$ cat config.mk
export PLATFORM = sky130hd
export DESIGN_NAME = triangle_interior_lattice_count_flat
export DESIGN_NICKNAME = d
export VERILOG_FILES = /design/src/rtl/til_pkg.sv /design/src/rtl/til_if.sv /design/src/rtl/til_gcd_step.sv /design/src/rtl/triangle_interior_lattice_count.sv /design/src/flat_wrapper.sv
export SDC_FILE = /design/constraint.sdc
export NUM_CORES = 1
export LEC_CHECK = 0
export BUFFER_PORTS_ARGS = -buffer_cell sky130_fd_sc_hd__buf_2
export CORE_MARGIN = 3
export CORE_UTILIZATION = 45
export CTS_BUF_LIST = sky130_fd_sc_hd__clkbuf_4
export DETAILED_ROUTE_END_ITERATION = 12
export PLACE_DENSITY = 0.68
export SLEW_MARGIN = 10
export SYNTH_ARGS = -nofsm -noshare
export SYNTH_HDL_FRONTEND = slang
export SYNTH_SLANG_ARGS = --single-unit
$ cat constraint.sdc
create_clock -name clk -period 12 [get_ports clk]
set_input_delay 1.2 -clock clk [delete_from_list [all_inputs] [get_ports clk]]
set_output_delay 1.2 -clock clk [all_outputs]
set_load 0.1 [all_outputs]
$ cat src/rtl/til_pkg.sv
// Shared constants and types for the triangle interior lattice point counter.
package til_pkg;

  localparam int unsigned COORD_WIDTH_DEF = 16;
  localparam int unsigned RES_W           = 31;
  localparam logic [RES_W-1:0] RESULT_MAX = {RES_W{1'b1}};

  typedef enum logic [2:0] {
    ST_IDLE,
    ST_GCD1,
    ST_GCD2,
    ST_MUL,
    ST_FIN
  } state_t;

endpackage

$ cat src/rtl/til_if.sv
// Valid/ready channel interfaces for triangle input and count output.
interface til_in_if #(
  parameter int unsigned COORD_WIDTH = til_pkg::COORD_WIDTH_DEF
);
  logic                   valid;
  logic                   ready;
  logic [COORD_WIDTH-1:0] apex_x;
  logic [COORD_WIDTH-1:0] height;
  logic [COORD_WIDTH-1:0] base_len;

  modport source(output valid, apex_x, height, base_len, input ready);
  modport sink(input valid, apex_x, height, base_len, output ready);
endinterface

interface til_out_if;
  logic                          valid;
  logic                          ready;
  logic [til_pkg::RES_W-1:0]     interior_points;

  modport source(output valid, interior_points, input ready);
  modport sink(input valid, interior_points, output ready);
endinterface

$ cat src/rtl/til_gcd_step.sv
// One step of binary gcd: halve, halve both, or subtract the smaller operand.
module til_gcd_step #(
  parameter int unsigned COORD_WIDTH = til_pkg::COORD_WIDTH_DEF,
  parameter int unsigned KW          = $clog2(COORD_WIDTH + 1)
) (
  input  logic [COORD_WIDTH-1:0] a,
  input  logic [COORD_WIDTH-1:0] b,
  input  logic [KW-1:0]          k,
  output logic [COORD_WIDTH-1:0] a_out,
  output logic [COORD_WIDTH-1:0] b_out,
  output logic [KW-1:0]          k_out,
  output logic                   done
);

  assign done = (a == '0);

  always_comb begin
    a_out = a;
    b_out = b;
    k_out = k;
    priority if (done) begin
      // hold: gcd is b << k
    end else if (!a[0] && !b[0]) begin
      a_out = a >> 1;
      b_out = b >> 1;
      k_out = KW'(k + 1'b1);
    end else if (!a[0]) begin
      a_out = a >> 1;
    end else if (!b[0]) begin
      b_out = b >> 1;
    end else if (a >= b) begin
      a_out = a - b;
    end else begin
      b_out = b - a;
    end
  end

endmodule

$ cat src/rtl/triangle_interior_lattice_count.sv
// Counts lattice points strictly inside the triangle (0,0), (apex_x,height),
// (base_len,0) by Pick's theorem. One transaction at a time: the block accepts
// a triangle in ST_IDLE, then runs two gcds through a single shared binary-gcd
// step unit (one halve or subtract per cycle, data dependent; each gcd ends when
// the unit flags done), does the base*height multiply in ST_MUL and forms the
// count in ST_FIN. A zero height or base skips straight to a count of 0.
// The result sits in an output register, so a new triangle is accepted while
// the previous count waits to be taken.
module triangle_interior_lattice_count #(
  parameter int unsigned COORD_WIDTH = til_pkg::COORD_WIDTH_DEF
) (
  input  logic      clk,
  input  logic      rst_n,
  til_in_if.sink    in_ch,
  til_out_if.source out_ch
);

  localparam int unsigned KW = $clog2(COORD_WIDTH + 1);
  localparam int unsigned PW = 2 * COORD_WIDTH;
  localparam int unsigned BW = COORD_WIDTH + 2;
  localparam int unsigned SW = (PW > til_pkg::RES_W) ? PW : til_pkg::RES_W;

  til_pkg::state_t state_r, state_nxt;

  logic [COORD_WIDTH-1:0]    h_r, h_nxt;
  logic [COORD_WIDTH-1:0]    bl_r, bl_nxt;
  logic [COORD_WIDTH-1:0]    dx_r, dx_nxt;
  logic [COORD_WIDTH-1:0]    a_r, a_nxt;
  logic [COORD_WIDTH-1:0]    b_r, b_nxt;
  logic [KW-1:0]             k_r, k_nxt;
  logic [COORD_WIDTH-1:0]    g1_r, g1_nxt;
  logic [COORD_WIDTH-1:0]    g2_r, g2_nxt;
  logic [PW-1:0]             prod_r, prod_nxt;
  logic                      zero_r, zero_nxt;
  logic [til_pkg::RES_W-1:0] res_r, res_nxt;
  logic                      out_valid_r, out_valid_nxt;

  logic [COORD_WIDTH-1:0] step_a, step_b;
  logic [KW-1:0]          step_k;
  logic                   step_done;
  logic [COORD_WIDTH-1:0] gcd_val;

  logic [BW-1:0]          boundary;
  logic [PW-1:0]          half_area;
  logic [PW-1:0]          half_b;
  logic [PW-1:0]          diff;
  logic [SW-1:0]          diff_ext;
  logic [til_pkg::RES_W-1:0] count;

  til_gcd_step #(
    .COORD_WIDTH(COORD_WIDTH),
    .KW         (KW)
  ) u_gcd_step (
    .a    (a_r),
    .b    (b_r),
    .k    (k_r),
    .a_out(step_a),
    .b_out(step_b),
    .k_out(step_k),
    .done (step_done)
  );

  assign gcd_val = b_r << k_r;

  // Pick: I = floor(bl*h/2) + 1 - floor(B/2), clamped to [0, RESULT_MAX]
  assign boundary  = BW'(g1_r) + BW'(bl_r) + BW'(g2_r);
  assign half_area = (prod_r >> 1) + PW'(1);
  assign half_b    = PW'(boundary[BW-1:1]);
  assign diff      = (half_b >= half_area) ? '0 : (half_area - half_b);
  assign diff_ext  = SW'(diff);
  assign count     = (diff_ext > SW'(til_pkg::RESULT_MAX)) ? til_pkg::RESULT_MAX
                                                           : diff_ext[til_pkg::RES_W-1:0];

  assign in_ch.ready            = (state_r == til_pkg::ST_IDLE);
  assign out_ch.valid           = out_valid_r;
  assign out_ch.interior_points = res_r;

  always_comb begin
    state_nxt     = state_r;
    h_nxt         = h_r;
    bl_nxt        = bl_r;
    dx_nxt        = dx_r;
    a_nxt         = a_r;
    b_nxt         = b_r;
    k_nxt         = k_r;
    g1_nxt        = g1_r;
    g2_nxt        = g2_r;
    prod_nxt      = prod_r;
    zero_nxt      = zero_r;
    res_nxt       = res_r;
    out_valid_nxt = out_valid_r;

    if (out_valid_r && out_ch.ready) begin
      out_valid_nxt = 1'b0;
    end

    unique case (state_r)
      til_pkg::ST_IDLE: begin
        if (in_ch.valid) begin
          h_nxt    = in_ch.height;
          bl_nxt   = in_ch.base_len;
          dx_nxt   = (in_ch.apex_x >= in_ch.base_len) ? (in_ch.apex_x - in_ch.base_len)
                                                      : (in_ch.base_len - in_ch.apex_x);
          a_nxt    = in_ch.apex_x;
          b_nxt    = in_ch.height;
          k_nxt    = '0;
          zero_nxt = (in_ch.height == '0) || (in_ch.base_len == '0);
          // degenerate triangle: drop the gcd work
          state_nxt = zero_nxt ? til_pkg::ST_FIN : til_pkg::ST_GCD1;
        end
      end
      til_pkg::ST_GCD1: begin
        if (step_done) begin
          g1_nxt    = gcd_val;
          a_nxt     = dx_r;
          b_nxt     = h_r;
          k_nxt     = '0;
          state_nxt = til_pkg::ST_GCD2;
        end else begin
          a_nxt = step_a;
          b_nxt = step_b;
          k_nxt = step_k;
        end
      end
      til_pkg::ST_GCD2: begin
        if (step_done) begin
          g2_nxt    = gcd_val;
          state_nxt = til_pkg::ST_MUL;
        end else begin
          a_nxt = step_a;
          b_nxt = step_b;
          k_nxt = step_k;
        end
      end
      til_pkg::ST_MUL: begin
        prod_nxt  = PW'(bl_r) * PW'(h_r);
        state_nxt = til_pkg::ST_FIN;
      end
      til_pkg::ST_FIN: begin
        // wait for the output slot to free up
        if (!out_valid_r || out_ch.ready) begin
          res_nxt       = zero_r ? '0 : count;
          out_valid_nxt = 1'b1;
          state_nxt     = til_pkg::ST_IDLE;
        end
      end
      default: begin
        state_nxt = til_pkg::ST_IDLE;
      end
    endcase
  end

  always_ff @(posedge clk) begin
    if (!rst_n) begin
      state_r     <= til_pkg::ST_IDLE;
      out_valid_r <= 1'b0;
    end else begin
      state_r     <= state_nxt;
      out_valid_r <= out_valid_nxt;
    end
  end

  always_ff @(posedge clk) begin
    h_r    <= h_nxt;
    bl_r   <= bl_nxt;
    dx_r   <= dx_nxt;
    a_r    <= a_nxt;
    b_r    <= b_nxt;
    k_r    <= k_nxt;
    g1_r   <= g1_nxt;
    g2_r   <= g2_nxt;
    prod_r <= prod_nxt;
    zero_r <= zero_nxt;
    res_r  <= res_nxt;
  end

`ifndef ASSERT_OFF
  a_gcd_b_nonzero: assert property (@(posedge clk) disable iff (!rst_n)
    (state_r == til_pkg::ST_GCD1 || state_r == til_pkg::ST_GCD2) |-> (b_r != '0))
    else $error("gcd operand b reached zero");

  a_accept_leaves_idle: assert property (@(posedge clk) disable iff (!rst_n)
    (in_ch.valid && in_ch.ready) |=> (state_r != til_pkg::ST_IDLE))
    else $error("accepted transaction did not start work");

  a_gcd1_to_gcd2: assert property (@(posedge clk) disable iff (!rst_n)
    (state_r == til_pkg::ST_GCD1 && step_done) |=> (state_r == til_pkg::ST_GCD2))
    else $error("first gcd finished without starting the second");

  a_load_from_fin: assert property (@(posedge clk) disable iff (!rst_n)
    $rose(out_valid_r) |-> ($past(state_r) == til_pkg::ST_FIN))
    else $error("result loaded outside the finish state");

  a_fin_no_overwrite: assert property (@(posedge clk) disable iff (!rst_n)
    (state_r == til_pkg::ST_FIN && out_valid_r && !out_ch.ready) |=> $stable(res_r))
    else $error("pending result overwritten");
`endif

endmodule

$ cat src/flat_wrapper.sv
// flat-port wrapper written by rule: the top's interface ports become plain ports
module triangle_interior_lattice_count_flat 
#(
  parameter int unsigned COORD_WIDTH = til_pkg::COORD_WIDTH_DEF
)
  (clk, rst_n, in_ch_valid, in_ch_apex_x, in_ch_height, in_ch_base_len, in_ch_ready, out_ch_valid, out_ch_interior_points, out_ch_ready);
  til_in_if #(.COORD_WIDTH(COORD_WIDTH)) in_ch_i ();
  til_out_if out_ch_i ();
  input  logic clk;
  input  logic rst_n;
  input wire logic [$bits(in_ch_i.valid)-1:0] in_ch_valid;
  input wire logic [$bits(in_ch_i.apex_x)-1:0] in_ch_apex_x;
  input wire logic [$bits(in_ch_i.height)-1:0] in_ch_height;
  input wire logic [$bits(in_ch_i.base_len)-1:0] in_ch_base_len;
  output wire logic [$bits(in_ch_i.ready)-1:0] in_ch_ready;
  output wire logic [$bits(out_ch_i.valid)-1:0] out_ch_valid;
  output wire logic [$bits(out_ch_i.interior_points)-1:0] out_ch_interior_points;
  input wire logic [$bits(out_ch_i.ready)-1:0] out_ch_ready;
  assign in_ch_i.valid = in_ch_valid;
  assign in_ch_i.apex_x = in_ch_apex_x;
  assign in_ch_i.height = in_ch_height;
  assign in_ch_i.base_len = in_ch_base_len;
  assign in_ch_ready = in_ch_i.ready;
  assign out_ch_valid = out_ch_i.valid;
  assign out_ch_interior_points = out_ch_i.interior_points;
  assign out_ch_i.ready = out_ch_ready;
  triangle_interior_lattice_count #(.COORD_WIDTH(COORD_WIDTH)) u_core (.clk(clk), .rst_n(rst_n), .in_ch(in_ch_i), .out_ch(out_ch_i));
endmodule
======== After elaboration in Yosys (flattened, before gate mapping) ========
Index checks and enable logic that the tools add are counted.
cells by class
  $add $sub $neg .......................... 9
  multiply operators ...................... 1
  order comparisons ....................... 4
  eq/ne operators ......................... 9
  shift operators ......................... 1
  muxes and demuxes ....................... 33
  reductions and logical operators ........ 18
operator list
  operator                                                          count
  2-to-1 mux 16 bit                                                 15
  case mux 16 bit (3 select lines)                                  2
  subtractor 16 bit                                                 4
  zero test 16 bit                                                  3
  adder 31 x 1 -> 32 bit (second input constant)                    1
  greater-or-equal comparator 16 bit                                2
  greater-or-equal comparator 17 x 32 -> 1 bit                      1
  greater-than comparator 32 x 31 -> 1 bit (second input constant)  1
  multiplier 16 x 16 -> 32 bit                                      1
  2-to-1 mux 32 bit                                                 1
  subtractor 32 x 17 -> 32 bit                                      1
  2-to-1 mux 31 bit                                                 1
  2-to-1 mux 5 bit                                                  4
  adder 18 x 16 -> 18 bit                                           1
  adder 16 x 16 -> 17 bit                                           1
  << shifter 16 x 5 -> 16 bit                                       1
  2-to-1 mux 3 bit                                                  5
  case mux 3 bit (5 select lines)                                   1
  case mux 5 bit (3 select lines)                                   1
  AND reduction 2 bit                                               4
  equality test 3 x 2 -> 1 bit (second input constant)              2
  != test 2 x 1 -> 1 bit (second input constant)                    3
  adder 5 x 1 -> 5 bit (second input constant)                      1
  != test 2 bit (second input constant)                             2
  10 further kinds                                                  16
storage, ports and cells
  bits in registers ....................... 185
  input bits .............................. 52
  output and inout port bits .............. 33
  word-level logic and storage cells ...... 88

======== Longest topological paths before layout ========
Gate-level depths: netlist of the first run.
  depth after elaboration ................. 7
  mapped depth ............................ 28
  gate-level depth less buffers ........... 27

======== Modules after synthesis ========
From an unflattened synthesis of the first run, not the netlist that was laid out.
unflattened totals
  cells, all modules ...................... 2498
  area total of the unflattened synthesis .. 23138.4 um^2
modules (own cells, without submodules)
  module                           instances  cells an instance  area each (um^2)  seq. area each (um^2)
  triangle_interior_lattice_count  1          2071               20305.7           5485.3
  til_gcd_step                     1          427                2832.7            0.0

======== Worst setup path after synthesis of the first run ========
Ideal clock, no wire load.
  path type ............................... reg2reg
  from .................................... register u_core.h_r[4]
  to ...................................... register u_core.prod_r[31] (data pin)
  setup time .............................. 0.268 ns
  arrival ................................. 5.975 ns
  data required time ...................... 11.732 ns
  slack ................................... 5.758 ns
  stages on the path, launching flop included .. 23
  path buffers ............................ 2
  clock period less this slack ............ 6.242 ns
  cell sequence ........................... edfxtp_1 > clkbuf_1 > clkbuf_1 > nand2_1 > fa_1 > inv_1 > fa_1 > fa_1 > inv_1 > fa_1 > fa_1 > inv_1 > fa_1 > ha_1 > a21oi_1 > nor2b_1 > o21ai_0 > nand2b_1 > or3b_2 > o221a_2 > a41o_1 > o41ai_1 > xnor2_1
between the ends
  longest elaborated chain between the ends .. 1
ends and longest elaborated chain
  item                          line                                    text
  start, declared               triangle_interior_lattice_count.sv:25   logic [COORD_WIDTH-1:0] h_r, h_nxt;
  start signal, assigned        triangle_interior_lattice_count.sv:164  h_r <= h_nxt;
  multiplier 16 x 16 -> 32 bit  triangle_interior_lattice_count.sv:136  prod_nxt = PW'(bl_r) * PW'(h_r);
  end signal, assigned          triangle_interior_lattice_count.sv:172  prod_r <= prod_nxt;
  end, declared                 triangle_interior_lattice_count.sv:33   logic [PW-1:0] prod_r, prod_nxt;
Every way passes these cells.
A chain may end at the register's enable or synchronous reset.

======== Worst setup path after layout of the first run ========
  from .................................... register u_core.h_r[5]
  to ...................................... register u_core.prod_r[31] (data pin)
Same word-level chain as after synthesis.

==> flow_summary_export.csv, run 1 <==
group,metric,value,unit
finish,fin_util,0.4825,
setup_path,critPathMaxFanout,17,
setup_path,critPathLaunchType,"flop",
min_path,hold_class,"flop to flop",
floorplanning,core-area,49360,µm²
finish,syn_to_final_growth,5.241,%
logic_synthesis,avgSynthCellArea,9.259,µm²
logic_synthesis,synth_edf_count,180,
detailed_routing,vias,17840,
logic_synthesis,ys.flop_type,"edfxtp_1",
logic_synthesis,synth_seq_cells,184,
detailed_routing,wirelength,60.09,mm
timing,relSlewSlack,0.2395,
global_routing,grt_pass1_wl,96.79,mm
place,dp_hpwl,48.87,mm
floorplanning,die_x,230.2,µm
floorplanning,initial_core_util,0.4585,
floorplanning,rows,81,
timing,setup_viol,0,
timing,whs,0.5873,ns
clock_network,cts_root_buf,"clkbuf_4",
logic_synthesis,async_flop_share,0,
setup_path,criticalPathCategory,"flop to flop",
global_routing,grt_pass1_vias,17866,
clock_network,post_cts_buffers,0,
flow_run,drv_cap,0,
timing,setup_tns,0,ns
global_routing,grt.overflow.total,0,
clock_network,clk_latency,0.72,ns
finish,drive_above_1_share,0.07576,
detailed_routing,drcViolationCount,0,
logic_synthesis,ys_seq_area_frac,0.2424,
clock_network,cts_buffers,17,
clock_network,clkSinkCount,184,
floorplanning,fp.dieH,230.2,µm
setup_path,critPathArrivalTime,7.33,ns
logic_synthesis,syn_inst,2444,
clock_network,hold_buffers,0,
place,placed_area,23510,µm²
setup_path,required,12.48,ns
setup_path,endpoint_kind,"flop",
clock_network,cts_tree,"built",
clock_network,cts-resized-gates,0,
clock_network,path_clk_slew,0.17,ns
global_routing,grt_max_degree,51,
logic_synthesis,synth_top_area_frac,0.2389,
logic_synthesis,synth_area,22630,µm²
logic_synthesis,synthMostInstantiatedCell,"inv_1",
logic_synthesis,synth.largest_area_cell,"edfxtp_1",
global_routing,track_usage,0.2304,
place,io_buffers,84,
logic_synthesis,yosys-top-cells-area,"edfxtp_1 24%, fa_1 18%, ha_1 12%",
timing,rsz0062_at_grt,"no",
floorplanning,die_area,53010,µm²
timing,clock_skew,0.02982,ns
finish,fin_area,23820,µm²
logic_synthesis,netlist_top_cells_count,"328 x inv_1, 254 x nand2_1, 217 x ha_1",
detailed_routing,wl_per_cell,19.26,µm
logic_synthesis,syn_nets,2914,
timing,final_max_slew_viol_count,0,
global_routing,antenna_found_initial,2,
detailed_routing,drt-pass1-iter-count,8,
clock_network,htreeDepth,4,
logic_synthesis,ys_types,86,
outcome,status,"finished clean",
timing,post-route-min-period,6.845,ns
floorplanning,io_pins,85,
detailed_routing,via_per_inst,5.718,
timing,fmax,146.1,MHz
detailed_routing,drt_iter0_drc,1546,
place,gp_congestion,0.9609,
clock_network,cts_max_path_buffers,2,
timing,fin_crit_sh,0.5704,
finish,fin_nets,2912,
timing,hold_viol,0,
logic_synthesis,yosys_warnings,0,
detailed_routing,drtAntennaViolNets,0,
timing,worst-slew-pin-transition,1.139,ns
[sequential cells by signal, indices dropped and copies added (netlist names)]
| signal | flops |
|---|---|
| u_core.out_ch.interior_points | 31 |
| u_core.zero_r | 1 |
| u_core.g1_r | 16 |
| u_core.a_r | 16 |
| u_core.state_r | 3 |
| u_core.prod_r | 31 |
| u_core.k_r | 5 |
| u_core.dx_r | 16 |
| u_core.b_r | 16 |
| u_core.h_r | 16 |
| u_core.out_ch.valid | 1 |
| u_core.g2_r | 16 |
| u_core.bl_r | 16 |
[final cells by class]
class | instances | area, µm²
inverters | 329 | 1235
diodes | 1 | 2.502
repair buffers | 91 | 473.0
clock buffers | 17 | 127.6
multi-input cells | 1819 | 15500
flip-flops and latches | 184 | 5485
fillers | 4670 | 25540
clock inverters | 15 | 165.2
well taps | 664 | 830.8
[routing by layer]
layer  wire (µm)  global-route usage  part of all wire  up-vias
li1            -                   -                 -     8377
met1       25850              0.2997              0.43     8669
met2       28130              0.3801              0.47      667
met3        3473             0.03580             0.058      125
met4        2612              0.1035             0.043        2
met5          15                   0           0.00025        -
[final timing paths]
path             startpoint           endpoint  slack, ns  cells after the start
min reg2reg  u_core.dx_r[0]      u_core.a_r[0]       0.59                      1
max           u_core.h_r[5]  u_core.prod_r[31]       5.15                     20
min          u_core.dx_r[0]      u_core.a_r[0]       0.59                      1
max reg2reg   u_core.h_r[5]  u_core.prod_r[31]       5.15                     20
[cells by family (layout without fill, tap and decap cells)]
family | Yosys count | in the layout | share of synthesized area
adder cells (fa/ha/maj) | 418 | 418 | 0.2978
multiplexers | 54 | 54 | 0.02477
buffers and inverters | 441 | 452 | 0.07503
other | 0 | 1 | 0
AO/OA/AOI/OAI | 494 | 494 | 0.1476
AND/OR/NAND/NOR | 699 | 699 | 0.1525
flip-flops | 184 | 184 | 0.2424
XOR/XNOR | 154 | 154 | 0.05994
[cells in the final DEF, fill, tap and decap left out, drive strengths merged, types with 85 or more instances in the layout]
cell type	n
ha	217
edfxtp	180
o21ai	85
nand2	254
and2	99
buf	91
inv	334
a21oi	160
fa	201
xnor2	100
nor2	120
[through the flow]
step / setup slack [ns] / instances
after floorplan: 5.758 / 2444
after global placement: 5.420 / 3087
after detailed placement: 5.247 / 3087
after CTS: 5.244 / 3119
after global routing: 4.713 / 3120
final: 5.155 / 3120
[critical path: stages, from the launching register on]
cell,delay [ns]
edfxtp_1,0.87
nand2_1,0.16
fa_1,0.53
inv_1,0.05
fa_1,0.46
fa_1,0.52
inv_1,0.06
fa_1,0.52
fa_1,0.50
inv_1,0.05
fa_1,0.45
ha_1,0.38
a21oi_1,0.20
nor2b_1,0.07
o21ai_0,0.15
nand2b_1,0.10
or3b_2,0.47
o221a_2,0.26
a41o_1,0.26
o41ai_1,0.36
xnor2_1,0.13
Power of run 1 is not shown: default switching activity piles up to over one toggle a cycle in this logic, so the estimate is an artifact.
==> run 2, diff against run 1 <==
clock period = 6.3 ns   (was 12 ns; I/O delays follow)
==> flow_summary_export.csv, run 2 (same netlist as run 1, synthesis figures left out) <==
group,metric,value,unit
place,io_buffers,84,
finish,syn_to_final_growth,9.588,%
timing,fin_crit_sh,0.9728,
timing,post-route-min-period,6.128,ns
detailed_routing,wl_per_cell,18.84,µm
place,gp_congestion,0.9528,
global_routing,grt_max_degree,51,
flow_run,drv_cap,0,
global_routing,grt.overflow.total,0,
finish,final_cell_mix,"328 x inv_1, 253 x nand2_1, 215 x ha_1",
detailed_routing,vias,17997,
outcome,status,"finished clean",
global_routing,grt_pass1_wl,98.84,mm
setup_path,crit_slowest_cell,"edfxtp_1",
setup_path,endpoint_kind,"flop",
global_routing,grt_pass1_vias,18507,
detailed_routing,via_per_inst,5.587,
finish,final_common_cell,"inv_1",
setup_path,criticalPathCategory,"flop to flop",
finish,finalNonFillerCells,3221,
detailed_routing,drt-pass1-iter-count,6,
floorplanning,io_pins,85,
global_routing,antenna_found_initial,2,
clock_network,clkSinkCount,184,
clock_network,htreeDepth,4,
global_routing,track_usage,0.2342,
clock_network,clk_latency,0.72,ns
timing,worst-slew-pin-transition,1.142,ns
finish,drive_above_1_share,0.1225,
setup_path,cp_common_cell,"fa_1",
clock_network,cts_buffers,17,
place,dp_hpwl,49.73,mm
floorplanning,initial_core_util,0.4585,
timing,fmax,163.2,MHz
finish,fin_nets,3015,
timing,hold_viol,0,
timing,clock_skew,0.03235,ns
timing,final_max_slew_viol_count,0,
detailed_routing,drtAntennaViolNets,0,
floorplanning,die_x,230.2,µm
min_path,hold_class,"primary input to flop",
timing,setup_tns,0,ns
detailed_routing,drt_iter0_drc,1336,
timing,setup_viol,0,
finish,fin_util,0.5024,
detailed_routing,wirelength,60.70,mm
finish,fillers,4515,
setup_path,required,6.75,ns
place,dp.cells,3165,
clock_network,path_clk_slew,0.16,ns
floorplanning,fp.dieH,230.2,µm
clock_network,cts_tree,"built",
setup_path,crit_chain,"buf_4 > nand2_1 > fa_1 > fa_1 > fa_1 > inv_1 > fa_1 > inv_1 > fa_1 > inv_1 > fa_1 > ha_1 > buf_4 > o21ai_0 > a221oi_1 > o21ai_2 > a21oi_2 > o221a_4 > a41o_1 > o41ai_2 > xnor2_1",
floorplanning,rows,81,
setup_path,crit_family,"adder cells",
setup_path,critPathArrivalTime,6.58,ns
floorplanning,die_area,53010,µm²
detailed_routing,drcViolationCount,0,
setup_path,critPathLaunchType,"flop",
clock_network,cts_root_buf,"clkbuf_4",
setup_path,critPathMaxFanout,7,
setup_path,critPathMaxStageDelay,0.54,ns
setup_path,timing.critical_path.buf_inv,5,
timing,rsz0062_at_grt,"yes",
clock_network,cts_max_path_buffers,2,
timing,relSlewSlack,0.2370,
floorplanning,core-area,49360,µm²
## run 2: path summary, 6_finish.rpt
kind | startpoint | depth (start not counted) | slack (ns) | endpoint
worst max-delay path | u_core.h_r[7] | 21 | 0.17 | u_core.prod_r[31]
worst min-delay path | rst_n | 2 | 0.14 | u_core.state_r[2]
worst max register to register | u_core.h_r[7] | 21 | 0.17 | u_core.prod_r[31]
worst min register to register | u_core.dx_r[0] | 1 | 0.57 | u_core.a_r[0]
## run 2: cell type report
class                      instances  area (µm²)  area share
inverter                         329        1235     0.04980
tap                              664       830.8     0.03350
antenna                            1       2.502   0.0001009
clock buffer                      18       135.1    0.005449
timing repair buffer             194        1318     0.05313
multi-input combinational       1819       15640      0.6308
clock inverter                    12       150.1    0.006054
sequential                       184        5485      0.2212
## run 2: metrics by stage
stage,hold WS (ns),cell area (µm²),setup slack (ns)
final,0.1429,24800,0.1716
after global routing,0.08800,24800,-0.06633
after CTS,0.07122,24480,0.003311
after detailed placement,0.5458,24160,-0.04725
after global placement,0.5310,24160,0.1126
after floorplan,0.5197,22630,0.05768
## run 2: per-layer routing
layer | global-route usage | vias up | wire length (µm)
met3 | 0.03556 | 110 | 3200
met1 | 0.3064 | 8721 | 26600
met5 | 0 | - | 12
met2 | 0.3949 | 578 | 28860
met4 | 0.08418 | 2 | 2024
li1 | - | 8586 | -
## run 2: repair_timing
action                     4_1_cts  5_1_grt
hold endpoints to repair         0        0
hold buffers                     0        0
buffers inserted                 4       21
pin swaps                        0       13
resized for setup                1       38
setup endpoints to repair        1       38
Power of run 2 is left out for the same reason.
==> run 3, diff against run 2 <==
RECOVER_POWER = 50   (was not set)
SLEW_MARGIN = 5   (was 10)
==> flow_summary_export.csv, run 3 (same netlist as run 1, synthesis figures left out) <==
group,metric,value,unit
outcome,status,"finished clean",
finish,syn_to_final_growth,9.421,%
finish,drive_above_1_share,0.1099,
global_routing,track_usage,0.2342,
global_routing,grt_max_degree,51,
detailed_routing,drcViolationCount,0,
clock_network,path_clk_slew,0.16,ns
finish,fin_nets,3015,
clock_network,cts_root_buf,"clkbuf_4",
setup_path,timing.rr.start,"u_core.h_r[7]",
global_routing,grtUsageMet1,0.3064,
clock_network,clkSinkCount,184,
detailed_routing,drt-pass1-iter-count,6,
setup_path,crit_family,"adder cells",
timing,clock_skew,0.03435,ns
global_routing,grt_use_met3,0.03556,
min_path,hold_class,"primary input to flop",
floorplanning,io_pins,85,
timing,worst-slew-pin-transition,1.138,ns
setup_path,timing.critical_path.buf_inv,5,
setup_path,r2r-end,"u_core.prod_r[31]",
timing,hold_viol,0,
setup_path,criticalPathCategory,"flop to flop",
detailed_routing,wirelength,60.84,mm
detailed_routing,vias,18026,
clock_network,cts_buffers,17,
place,io_buffers,84,
timing,fin_crit_sh,0.9756,
finish,fin_util,0.5017,
place,dp.cells,3165,
detailed_routing,drtAntennaViolNets,0,
setup_path,reg2regPathDepth,21,
timing,rsz0062_at_grt,"yes",
clock_network,hold_buffers,0,
timing,whs,0.1545,ns
min_path,whs_path_depth,2,
min_path,min_from,"rst_n",
timing,worst_slack,0.1536,ns
global_routing,gr-max-usage-layer,"met2",
clock_network,htreeDepth,4,
global_routing,antenna_found_initial,2,
floorplanning,rows,81,
setup_path,critPathLaunchType,"flop",
detailed_routing,wl_per_cell,18.88,µm
global_routing,grt_pass1_wl,98.84,mm
finish,final_cell_mix,"328 x inv_1, 253 x nand2_1, 215 x ha_1",
setup_path,crit_chain,"buf_4 > nand2_1 > fa_1 > fa_1 > fa_1 > inv_1 > fa_1 > inv_1 > fa_1 > inv_1 > fa_1 > ha_1 > buf_4 > o21ai_0 > a221oi_1 > o21ai_2 > a21oi_2 > o221a_4 > a41o_1 > o41ai_2 > xnor2_1",
timing,fmax,162.7,MHz
global_routing,global_route.usage.met2,0.3949,
global_routing,grt.overflow.total,0,
timing,setup_viol,0,
setup_path,critPathMaxFanout,7,
finish,multi_input_area,15640,µm²
setup_path,cp_common_cell,"fa_1",
detailed_routing,via_per_inst,5.595,
detailed_routing,drt_iter0_drc,1396,
finish,finalNonFillerCells,3222,
finish,final-seq-area,5485,µm²
place,gp_congestion,0.9528,
finish,fillers,4535,
setup_path,critPathMaxStageDelay,0.53,ns
setup_path,crit_slowest_cell,"edfxtp_1",
place,pre_cts_ws,-0.04725,ns
timing,relSlewSlack,0.2393,
floorplanning,initial_core_util,0.4585,
timing,post-route-min-period,6.146,ns
global_routing,grt_pass1_vias,18507,
timing,final_max_slew_viol_count,0,
setup_path,r2r_slack,0.15,ns
floorplanning,core-area,49360,µm²
clock_network,cts_tree,"built",
min_path,holdPathEnd,"u_core.state_r[2]",
floorplanning,die_x,230.2,µm
finish,final_common_cell,"inv_1",
setup_path,endpoint_kind,"flop",
place,dp_hpwl,49.73,mm
setup_path,required,6.75,ns
clock_network,cts_max_path_buffers,2,
floorplanning,die_area,53010,µm²
setup_path,critPathArrivalTime,6.59,ns
clock_network,clk_latency,0.71,ns
flow_run,drv_cap,0,
floorplanning,fp.dieH,230.2,µm
[run 3: stage by stage]
step                      setup TNS (ns)  cell area [µm²]
after floorplan                        0            22630
after global placement                 0            24160
after detailed placement        -0.04725            24160
after CTS                              0            24480
after global routing             -0.2254            24760
final                                  0            24760
[run 3: worst reg2reg max path: cells and delay by family, from the launching register on]
family,cells,cell delay (ns)
and+or+nand+nor,1,0.10
buffers and inverters,5,0.52
AOI/OAI and AO/OA,7,1.35
xor gates and xnor gates,1,0.13
DFF,1,0.53
adders and majority gates,7,3.23
[run 3: how the worst max path moves through the flow]
stage,startpoint,endpoint,slack [ns],cells past startpoint
after floorplan,u_core.h_r[4],u_core.prod_r[31],0.06,22
after global placement,u_core.bl_r[8],u_core.prod_r[31],0.11,22
after detailed placement,u_core.h_r[1],u_core.prod_r[31],-0.05,21
after CTS,u_core.bl_r[0],u_core.out_ch.interior_points[4],0.003,28
after global routing,u_core.bl_r[11],u_core.prod_r[31],-0.07,22
final,u_core.h_r[7],u_core.prod_r[31],0.15,21
[run 3: layout make-up]
type / instances / area share
flip-flops and latches: 184 / 0.2215
clock buffers: 18 / 0.005457
inverters: 329 / 0.04987
well taps: 664 / 0.03355
clock inverters: 12 / 0.006064
diodes: 2 / 0.0002021
repair buffers: 194 / 0.05159
multi-input cells: 1819 / 0.6317
[run 3: repair_timing]
action                                  in CTS  in global routing
endpoints found under the setup margin       1                 38
pin swaps                                    0                 13
resized for setup                            1                 38
buffers inserted                             4                 21
[run 3: layer usage]
layer | part of all wire | wire, µm
met4 | 0.035 | 2142
met5 | 0.00020 | 12
met2 | 0.48 | 28920
met1 | 0.44 | 26570
met3 | 0.052 | 3193
Power of run 3 is left out for the same reason.
